`src/pcor_pkg.sv`:
```
// Shared constants and types for the phase current offset reconstruction block.
package pcor_pkg;

  localparam int RAW_W  = 16;  // ADC sample width
  localparam int CUR_W  = 18;  // signed current width
  localparam int TOPO_W = 2;   // topology register width

  localparam logic [RAW_W-1:0] MID_CODE   = 16'd32768;
  localparam logic [RAW_W-1:0] MIN_OFFSET = 16'd8000;

  // topology register codes
  localparam logic [TOPO_W-1:0] TOPO_THREE = 2'd0;
  localparam logic [TOPO_W-1:0] TOPO_TWO   = 2'd1;

  // input item kinds
  localparam logic KIND_SAMPLE = 1'b0;
  localparam logic KIND_START  = 1'b1;

  // sequencer states, one-hot
  typedef enum logic [4:0] {
    S_IDLE = 5'b00001,
    S_MUL  = 5'b00010,
    S_DIV  = 5'b00100,
    S_W    = 5'b01000,
    S_OUT  = 5'b10000
  } state_e;

endpackage

```
`src/pcor_div.sv`:
```
// Restoring divider, one quotient bit per cycle.
module pcor_div #(
  parameter int DIVD_W = 32,
  parameter int QUO_W  = 16
) (
  input  logic                      clk_i,
  input  logic                      rst_ni,
  input  logic                      start_i,
  input  logic [DIVD_W-1:0]         dividend_i,
  input  logic [DIVD_W-QUO_W-1:0]   divisor_i,
  output logic                      busy_o,
  output logic                      done_o,
  output logic [QUO_W-1:0]          quotient_o
);

  // Caller guarantees quotient < 2**QUO_W, so the upper part of the
  // dividend is already below the divisor.
  localparam int DW = DIVD_W - QUO_W;
  localparam int CW = $clog2(QUO_W + 1);

  logic [DW-1:0]    rem_q, rem_d;
  logic [QUO_W-1:0] quo_q, quo_d;
  logic [DW-1:0]    dvs_q, dvs_d;
  logic [CW-1:0]    cnt_q, cnt_d;
  logic             busy_q, busy_d;
  logic             done_q, done_d;

  logic [DW:0] shifted;
  logic [DW:0] diff;
  logic        take;

  assign shifted = {rem_q, quo_q[QUO_W-1]};
  assign diff    = shifted - {1'b0, dvs_q};
  assign take    = (shifted >= {1'b0, dvs_q});

  always_comb begin
    rem_d  = rem_q;
    quo_d  = quo_q;
    dvs_d  = dvs_q;
    cnt_d  = cnt_q;
    busy_d = busy_q;
    done_d = 1'b0;
    if (start_i) begin
      rem_d  = dividend_i[DIVD_W-1:QUO_W];
      quo_d  = dividend_i[QUO_W-1:0];
      dvs_d  = divisor_i;
      cnt_d  = CW'(QUO_W);
      busy_d = 1'b1;
    end else if (busy_q) begin
      rem_d = take ? diff[DW-1:0] : shifted[DW-1:0];
      quo_d = {quo_q[QUO_W-2:0], take};
      cnt_d = cnt_q - 1'b1;
      if (cnt_q == CW'(1)) begin
        busy_d = 1'b0;
        done_d = 1'b1;
      end
    end
  end

  always_ff @(posedge clk_i or negedge rst_ni) begin
    if (!rst_ni) begin
      cnt_q  <= '0;
      busy_q <= 1'b0;
      done_q <= 1'b0;
    end else begin
      cnt_q  <= cnt_d;
      busy_q <= busy_d;
      done_q <= done_d;
    end
  end

  always_ff @(posedge clk_i) begin
    rem_q <= rem_d;
    quo_q <= quo_d;
    dvs_q <= dvs_d;
  end

  assign busy_o     = busy_q;
  assign done_o     = done_q;
  assign quotient_o = quo_q;

endmodule

```
`src/phase_current_offset_reconstruct.sv`:
```
// Top level: phase current offset calibration and current reconstruction.
//
//  channel | direction | handshake              | payload
//  --------+-----------+------------------------+---------------------------------------
//  in      | sink      | in_valid_i / in_ready_o| kind_i, raw_u_i, raw_v_i, raw_w_i
//  out     | source    | out_valid_o/out_ready_i| current_{u,v,w}_o, is_calibrated_o,
//          |           |                        | in_calibration_o
//  cfg     | sink      | cfg_we_i (no wait)     | cfg_wdata_i -> topology
//
// Sequence: a start command gives no result. A calibration sample goes
//   straight to the output, the last one first averages each phase's sum
//   through the divider. A reconstruction divides once per phase with three
//   or two shunts (with two, one more state derives w) and skips the divider
//   with a single shunt; the shared divider gives one quotient bit per cycle,
//   QUO_W = 16 at the default Q_SCALE.
// Reset: all control state clears at once; no clearing pass.
// Stalls: in_ready_o is high only in idle; a finished result waits in the
//   output register while the next transaction is accepted.
module phase_current_offset_reconstruct #(
  parameter int CAL_SAMPLES = 512,
  parameter int Q_SCALE     = 32768
) (
  input  logic                              clk_i,
  input  logic                              rst_ni,
  // input transactions
  input  logic                              in_valid_i,
  output logic                              in_ready_o,
  input  logic                              kind_i,
  input  logic [pcor_pkg::RAW_W-1:0]        raw_u_i,
  input  logic [pcor_pkg::RAW_W-1:0]        raw_v_i,
  input  logic [pcor_pkg::RAW_W-1:0]        raw_w_i,
  // result transactions
  output logic                              out_valid_o,
  input  logic                              out_ready_i,
  output logic signed [pcor_pkg::CUR_W-1:0] current_u_o,
  output logic signed [pcor_pkg::CUR_W-1:0] current_v_o,
  output logic signed [pcor_pkg::CUR_W-1:0] current_w_o,
  output logic                              is_calibrated_o,
  output logic                              in_calibration_o,
  // configuration
  input  logic                              cfg_we_i,
  input  logic [pcor_pkg::TOPO_W-1:0]       cfg_wdata_i
);

  import pcor_pkg::*;

  // Widths derived from the parameters
  localparam int CNT_W  = $clog2(CAL_SAMPLES + 1);
  localparam int SUM_W  = RAW_W + $clog2(CAL_SAMPLES);
  localparam int QS_W   = $clog2(Q_SCALE + 1);
  // quotient holds either an average (< 2**RAW_W) or a current (<= Q_SCALE)
  localparam int QUO_W  = (QS_W > RAW_W) ? QS_W : RAW_W;
  localparam int NUM_W  = RAW_W + QUO_W;
  localparam int SUMC_W = CUR_W + 1;

  localparam logic [CNT_W-1:0]         CNT_LAST = CNT_W'(CAL_SAMPLES - 1);
  localparam logic [NUM_W-1:0]         Q_MULT   = NUM_W'(Q_SCALE);
  localparam logic [RAW_W-1:0]         CAL_DIV  = RAW_W'(CAL_SAMPLES);
  localparam logic signed [SUMC_W-1:0] Q_POS    = SUMC_W'(Q_SCALE);
  localparam logic signed [SUMC_W-1:0] Q_NEG    = -Q_POS;

  // ---------------------------------------------------------------------
  // State
  // ---------------------------------------------------------------------
  state_e state_q, state_d;
  logic [1:0]        ch_q, ch_d;          // phase being worked on
  logic              avg_mode_q, avg_mode_d;  // dividing sums, not scaling
  logic              sign_q, sign_d;      // sample below its base
  logic [TOPO_W-1:0] topology_q;
  logic              calibrating_q, calibrating_d;
  logic              valid_q, valid_d;    // offsets calibrated
  logic [CNT_W-1:0]  count_q, count_d;

  logic [SUM_W-1:0]        sum_q    [3];
  logic [SUM_W-1:0]        sum_d    [3];
  logic [RAW_W-1:0]        offset_q [3];
  logic [RAW_W-1:0]        offset_d [3];
  logic [RAW_W-1:0]        raw_q    [3];
  logic [RAW_W-1:0]        raw_d    [3];
  logic signed [CUR_W-1:0] cur_q    [3];
  logic signed [CUR_W-1:0] cur_d    [3];

  logic                    out_valid_q, out_valid_d;
  logic signed [CUR_W-1:0] out_u_q, out_v_q, out_w_q;
  logic                    out_cal_q, out_incal_q;
  logic                    out_load;

  // ---------------------------------------------------------------------
  // Per-phase datapath: base select, clamp, scale multiply
  // ---------------------------------------------------------------------
  logic [RAW_W-1:0] raw_sel, offset_sel, base_sel;
  logic [SUM_W-1:0] sum_sel;
  logic [RAW_W-1:0] diff_neg, diff_pos, mag;
  logic             below;
  logic [NUM_W-1:0] prod;

  always_comb begin
    case (ch_q)
      2'd0:    begin raw_sel = raw_q[0]; offset_sel = offset_q[0]; sum_sel = sum_q[0]; end
      2'd1:    begin raw_sel = raw_q[1]; offset_sel = offset_q[1]; sum_sel = sum_q[1]; end
      default: begin raw_sel = raw_q[2]; offset_sel = offset_q[2]; sum_sel = sum_q[2]; end
    endcase
  end

  assign base_sel = valid_q ? offset_sel : MID_CODE;
  assign below    = (raw_sel < base_sel);
  assign diff_neg = base_sel - raw_sel;
  assign diff_pos = raw_sel - base_sel;
  // negative side never exceeds the base; only the positive side clamps
  assign mag      = below ? diff_neg : ((diff_pos > base_sel) ? base_sel : diff_pos);
  assign prod     = {{(NUM_W-RAW_W){1'b0}}, mag} * Q_MULT;

  // ---------------------------------------------------------------------
  // Shared divider
  // ---------------------------------------------------------------------
  logic             div_start, div_busy, div_done;
  logic [NUM_W-1:0] div_dividend;
  logic [RAW_W-1:0] div_divisor;
  logic [QUO_W-1:0] div_quo;

  assign div_dividend = avg_mode_q ? NUM_W'(sum_sel) : prod;
  assign div_divisor  = avg_mode_q ? CAL_DIV : base_sel;

  pcor_div #(
    .DIVD_W (NUM_W),
    .QUO_W  (QUO_W)
  ) u_div (
    .clk_i      (clk_i),
    .rst_ni     (rst_ni),
    .start_i    (div_start),
    .dividend_i (div_dividend),
    .divisor_i  (div_divisor),
    .busy_o     (div_busy),
    .done_o     (div_done),
    .quotient_o (div_quo)
  );

  // quotient post-processing
  logic [RAW_W-1:0]        avg_fixed;
  logic signed [CUR_W-1:0] q_signed;
  logic                    last_ch;

  assign avg_fixed = (div_quo < QUO_W'(MIN_OFFSET)) ? MID_CODE : div_quo[RAW_W-1:0];
  assign q_signed  = sign_q ? -CUR_W'(div_quo) : CUR_W'(div_quo);
  assign last_ch   = (avg_mode_q || topology_q == TOPO_THREE) ? (ch_q == 2'd2)
                                                              : (ch_q == 2'd1);

  // derived W phase for two shunts, saturated
  logic signed [SUMC_W-1:0] uv_sum, w_neg, w_sat;

  assign uv_sum = SUMC_W'(cur_q[0]) + SUMC_W'(cur_q[1]);
  assign w_neg  = -uv_sum;
  assign w_sat  = (w_neg > Q_POS) ? Q_POS : ((w_neg < Q_NEG) ? Q_NEG : w_neg);

  // ---------------------------------------------------------------------
  // Sequencer
  // ---------------------------------------------------------------------
  logic in_fire;

  assign in_ready_o = (state_q == S_IDLE);
  assign in_fire    = in_valid_i && in_ready_o;
  assign out_load   = (state_q == S_OUT) && (!out_valid_q || out_ready_i);

  always_comb begin
    state_d       = state_q;
    ch_d          = ch_q;
    avg_mode_d    = avg_mode_q;
    sign_d        = sign_q;
    calibrating_d = calibrating_q;
    valid_d       = valid_q;
    count_d       = count_q;
    sum_d         = sum_q;
    offset_d      = offset_q;
    raw_d         = raw_q;
    cur_d         = cur_q;
    div_start     = 1'b0;

    unique case (state_q)
      S_IDLE: begin
        if (in_fire) begin
          ch_d  = 2'd0;
          cur_d = '{default: '0};
          if (kind_i == KIND_START) begin
            calibrating_d = 1'b1;
            valid_d       = 1'b0;
            count_d       = '0;
            sum_d         = '{default: '0};
          end else if (calibrating_q) begin
            sum_d[0] = sum_q[0] + SUM_W'(raw_u_i);
            sum_d[1] = sum_q[1] + SUM_W'(raw_v_i);
            sum_d[2] = sum_q[2] + SUM_W'(raw_w_i);
            if (count_q == CNT_LAST) begin
              count_d    = '0;
              avg_mode_d = 1'b1;
              state_d    = S_MUL;
            end else begin
              count_d = count_q + 1'b1;
              state_d = S_OUT;
            end
          end else begin
            raw_d      = '{raw_u_i, raw_v_i, raw_w_i};
            avg_mode_d = 1'b0;
            state_d    = (topology_q == TOPO_THREE || topology_q == TOPO_TWO) ? S_MUL : S_OUT;
          end
        end
      end
      S_MUL: begin
        div_start = 1'b1;
        sign_d    = !avg_mode_q && below;
        state_d   = S_DIV;
      end
      S_DIV: begin
        if (div_done) begin
          if (avg_mode_q) begin
            offset_d[ch_q] = avg_fixed;
          end else begin
            cur_d[ch_q] = q_signed;
          end
          if (!last_ch) begin
            ch_d    = ch_q + 1'b1;
            state_d = S_MUL;
          end else if (avg_mode_q) begin
            valid_d       = 1'b1;
            calibrating_d = 1'b0;
            state_d       = S_OUT;
          end else if (topology_q == TOPO_TWO) begin
            state_d = S_W;
          end else begin
            state_d = S_OUT;
          end
        end
      end
      S_W: begin
        cur_d[2] = CUR_W'(w_sat);
        state_d  = S_OUT;
      end
      S_OUT: begin
        if (out_load) begin
          state_d = S_IDLE;
        end
      end
      default: state_d = S_IDLE;
    endcase
  end

  always_comb begin
    out_valid_d = out_valid_q;
    if (out_load) begin
      out_valid_d = 1'b1;
    end else if (out_ready_i) begin
      out_valid_d = 1'b0;
    end
  end

  always_ff @(posedge clk_i or negedge rst_ni) begin
    if (!rst_ni) begin
      state_q       <= S_IDLE;
      ch_q          <= '0;
      avg_mode_q    <= 1'b0;
      topology_q    <= TOPO_THREE;
      calibrating_q <= 1'b0;
      valid_q       <= 1'b0;
      count_q       <= '0;
      out_valid_q   <= 1'b0;
    end else begin
      state_q       <= state_d;
      ch_q          <= ch_d;
      avg_mode_q    <= avg_mode_d;
      calibrating_q <= calibrating_d;
      valid_q       <= valid_d;
      count_q       <= count_d;
      out_valid_q   <= out_valid_d;
      if (cfg_we_i) begin
        topology_q <= cfg_wdata_i;
      end
    end
  end

  // payload, no reset; offsets are only read once marked valid
  always_ff @(posedge clk_i) begin
    sign_q   <= sign_d;
    sum_q    <= sum_d;
    offset_q <= offset_d;
    raw_q    <= raw_d;
    cur_q    <= cur_d;
    if (out_load) begin
      out_u_q     <= cur_q[0];
      out_v_q     <= cur_q[1];
      out_w_q     <= cur_q[2];
      out_cal_q   <= valid_q;
      out_incal_q <= calibrating_q;
    end
  end

  assign out_valid_o      = out_valid_q;
  assign current_u_o      = out_u_q;
  assign current_v_o      = out_v_q;
  assign current_w_o      = out_w_q;
  assign is_calibrated_o  = out_cal_q;
  assign in_calibration_o = out_incal_q;

  // ---------------------------------------------------------------------
  // Assertions
  // ---------------------------------------------------------------------
  a_cal_excl: assert property (@(posedge clk_i) disable iff (!rst_ni)
    !(calibrating_q && valid_q))
    else $error("calibrating while offsets marked valid");

  a_start_clears: assert property (@(posedge clk_i) disable iff (!rst_ni)
    (in_fire && kind_i == KIND_START) |=> (calibrating_q && !valid_q && count_q == '0))
    else $error("start transaction did not restart calibration");

  a_count_range: assert property (@(posedge clk_i) disable iff (!rst_ni)
    count_q <= CNT_LAST)
    else $error("sample count beyond calibration length");

  a_div_idle: assert property (@(posedge clk_i) disable iff (!rst_ni)
    in_ready_o |-> !div_busy)
    else $error("divider busy while accepting input");

  a_done_in_div: assert property (@(posedge clk_i) disable iff (!rst_ni)
    div_done |-> (state_q == S_DIV))
    else $error("divider finished outside the divide state");

endmodule

```
`config.mk`:
```
export PLATFORM = sky130hd
export DESIGN_NAME = phase_current_offset_reconstruct
export DESIGN_NICKNAME = d
export VERILOG_FILES = /design/src/pcor_pkg.sv /design/src/pcor_div.sv /design/src/phase_current_offset_reconstruct.sv
export SDC_FILE = /design/constraint.sdc
export NUM_CORES = 1
export LEC_CHECK = 0
export BUFFER_PORTS_ARGS = -buffer_cell sky130_fd_sc_hd__buf_2
export CAP_MARGIN = 5
export CORE_ASPECT_RATIO = 1.4
export CORE_UTILIZATION = 34
export DETAILED_ROUTE_END_ITERATION = 10
export PLACE_DENSITY = 0.47
export SLEW_MARGIN = 40
export SYNTH_ARGS = -nofsm -noshare
export SYNTH_HDL_FRONTEND = slang
export SYNTH_SLANG_ARGS = --single-unit
```
`constraint.sdc`:
```
create_clock -name clk_i -period 13.7 [get_ports clk_i]
set_clock_uncertainty 0.1 [all_clocks]
set_input_delay 1.37 -clock clk_i [delete_from_list [all_inputs] [get_ports clk_i]]
set_output_delay 1.37 -clock clk_i [all_outputs]
set_load 0.1 [all_outputs]
```
==> results.sh <==
export IMPL_cp_required_ns=13.94
export IMPL_seq_area_um2=10700
export IMPL_stdcell_count=2974
export IMPL_worstPathMaxFanout=56
export IMPL_slowest_stage="buf_4"
export IMPL_crit_type="reg2reg"
export IMPL_place_gp_congestion=0.868
export IMPL_overflow=0
export IMPL_area_growth_pct=13.3
export IMPL_ys_seq_elements=360
export IMPL_vias=15700
export IMPL_p_leak_nw=9.67
export IMPL_cp_start_kind="register"
export IMPL_die_y_um=298
export IMPL_period_share_pct=54.4
export IMPL_hold_class="reg2reg"
export IMPL_tightest_slew_ns=0.802
export IMPL_die_area_um2=63800
export IMPL_fin_setup_tns_ns=0
export IMPL_routed_wl_mm=62.5
export IMPL_drive_above_1_share_pct=11.2
export IMPL_cts_sinks=360
export IMPL_hold_viol_final=0
export IMPL_netlist_area_um2=21300
export IMPL_cts_tree="built"
export IMPL_power_total_mw=4.07
export IMPL_rr_worst_depth=25
export IMPL_place_area_um2=22800
export IMPL_max_freq_ghz=0.134
export IMPL_setup_violations=0
export IMPL_grt_usage_pct=20.0
export IMPL_critPathMaxStageDelay_ns=0.68
export IMPL_p_per_area_nw_per_um2=168
export IMPL_synth_cell_types=73
export IMPL_async_flop_share_pct=8.33
export IMPL_cts_buffers=40
export IMPL_synthFlopType="edfxtp_1"
export IMPL_core_um2=62000
export IMPL_syn_nets=2246
export IMPL_clk_latency_ns=0.58
export IMPL_multiInputGateArea_um2=9920
export IMPL_grt_pass1_wl_mm=96.3
export IMPL_seq_area_frac_synth_pct=50.0
export IMPL_crit_arrival_ns=7.69
export IMPL_drc=0
export IMPL_finalCriticalPeriod_ns=7.45
export IMPL_synth_top_area_share_pct=46.4
export IMPL_dr_pass1_iters=5
export IMPL_post_route_util_pct=39.0
export IMPL_placed_cells=2900
export IMPL_ant_nets=0
export IMPL_nFillCells=6149
export IMPL_grt_max_degree=73
export IMPL_yosysWarnings=0
export IMPL_fp_dieW_um=214
export IMPL_vdd_ir_drop_max_mv=0.0917
export IMPL_ios=114
export IMPL_wl_per_cell_um=21.0
export IMPL_finalMaxSlewViolations=0
export IMPL_cts_htree_levels=2
export IMPL_finalInstanceArea_um2=24200
export IMPL_io_buffer_count=113
export IMPL_routed_via_density=5.28
export IMPL_initial_core_util_pct=34.4
export IMPL_cts_resized=0
export IMPL_yosys_area_top_type="edfxtp_1"
export IMPL_synthTopCellsByArea="edfxtp_1 (46%), ha_1 (9.0%), nor2_1 (3.5%)"
export IMPL_cts_hold_buf=0
export IMPL_synth_most_common_cell="edfxtp_1"
export IMPL_num_rows=108
export IMPL_end_kind="register"
export IMPL_cts_setup_buffers=0
export IMPL_grt_pass1_vias=16000
export IMPL_clk_pin_slew_ns=0.06
export IMPL_rsz0062_at_grt="false"
export IMPL_dp_final_hpwl_mm=47.1
export IMPL_synth_edf_count=330
export IMPL_antenna_cells=0
export IMPL_antenna_found_initial=0
export IMPL_outcome="complete, no violations"
export IMPL_root_buffer="clkbuf_16"
export IMPL_slew_headroom_pct=46.0
export IMPL_syn_inst=2030
export IMPL_cts_buffer_depth=3
export IMPL_maxCapViolations=0
export IMPL_synth_area_per_cell_um2=10.5
export IMPL_dr_first_iter_drc_count=730
export IMPL_layout_nets=2333
export IMPL_hold_depth=0
export IMPL_yosys_top_cells_count="edfxtp_1 (330), nor2_1 (198), nand2_1 (160)"
[layout make-up]
cell class,count,area share (%)
clock inverter,26,1.25
sequential,360,44.1
multi-input combinational,1450,41.0
clock buffer,48,4.35
inverter,134,2.09
timing repair buffer,131,2.96
tap,825,4.27
[layer usage]
metal	part of all wire [%]	up-vias	GRT usage [%]
met5	0	-	0
met4	4.0	0	8.11
met3	3.0	95	2.34
met2	53	318	37.1
met1	40	7624	22.8
li1	-	7656	-
[worst paths after layout]
| kind | slack [ns] | startpoint | to |
|---|---|---|---|
| worst min-delay path | 0.35 | cur_q[9] | current_w_o[9] |
| worst max-delay path | 6.25 | ch_q[1] | u_div.rem_q[0] |
| max in group asynchronous | 12.31 | rst_ni | u_div.cnt_q[4] |
| min in group asynchronous | 0.73 | rst_ni | topology_q[0] |
| worst max register to register | 6.25 | ch_q[1] | u_div.rem_q[0] |
| worst min register to register | 0.35 | cur_q[9] | current_w_o[9] |
[through the flow]
step                setup WS [ns]  hold WS (ns)
floorplan                    7.66         0.321
global placement             6.45         0.340
detailed placement           6.32         0.342
CTS                          6.32         0.357
global route                 5.78         0.363
finish                       6.25         0.351
[cells in the final DEF, fill, tap and decap left out, types with 36 or more instances in the layout]
| master | Yosys | final |
|---|---|---|
| a211oi_1 | 53 | 53 |
| a21o_1 | 54 | 54 |
| a21oi_1 | 109 | 107 |
| a22oi_1 | 38 | 38 |
| buf_2 | 7 | 113 |
| clkbuf_16 | 0 | 40 |
| edfxtp_1 | 330 | 330 |
| ha_1 | 153 | 151 |
| inv_1 | 133 | 132 |
| nand2_1 | 160 | 160 |
| nand3_1 | 37 | 37 |
| nor2_1 | 198 | 196 |
| nor3_1 | 37 | 36 |
| o21ai_0 | 103 | 103 |
| xnor2_1 | 66 | 66 |
| xor2_1 | 53 | 53 |
[registers in the layout (all words and copies together), names as in the netlist, 2 cells and up]
signal            flops
current_u_o          18
u_div.dvs_q          16
cur_q                54
state_q               5
sum_q                75
offset_q             48
ch_q                  2
current_v_o          18
topology_q            2
u_div.quotient_o     16
u_div.rem_q          16
u_div.cnt_q           5
raw_q                48
count_q              10
current_w_o          18
[power breakdown]
part / internal (mW) / leakage, nW / switching (mW) / total [mW]
clock: 0.650 / 0.660 / 0.473 / 1.12
combinational: 0.501 / 5.52 / 0.845 / 1.35
sequential: 1.45 / 3.49 / 0.149 / 1.60
total: 2.60 / 9.67 / 1.47 / 4.07
[cell families after synthesis]
kind of cell	Yosys count	synth area share, %
AOI/OAI and AO/OA	554	17.4
xor gates and xnor gates	119	4.88
adders and majority gates	160	9.63
buffers and inverters	220	3.93
DFF	360	50.0
muxes	23	1.11
and+or+nand+nor	594	13.1
[critical path, delay by kind of cell, from the launching register on]
kind	cells	cell delay, ns
buf+inv	4	1.32
xor+xnor	1	0.10
flops	1	0.40
fa+ha+maj	4	1.50
simple gates	7	1.52
compound gates	9	2.23
Note: power is estimated with default switching activity, not from simulation.
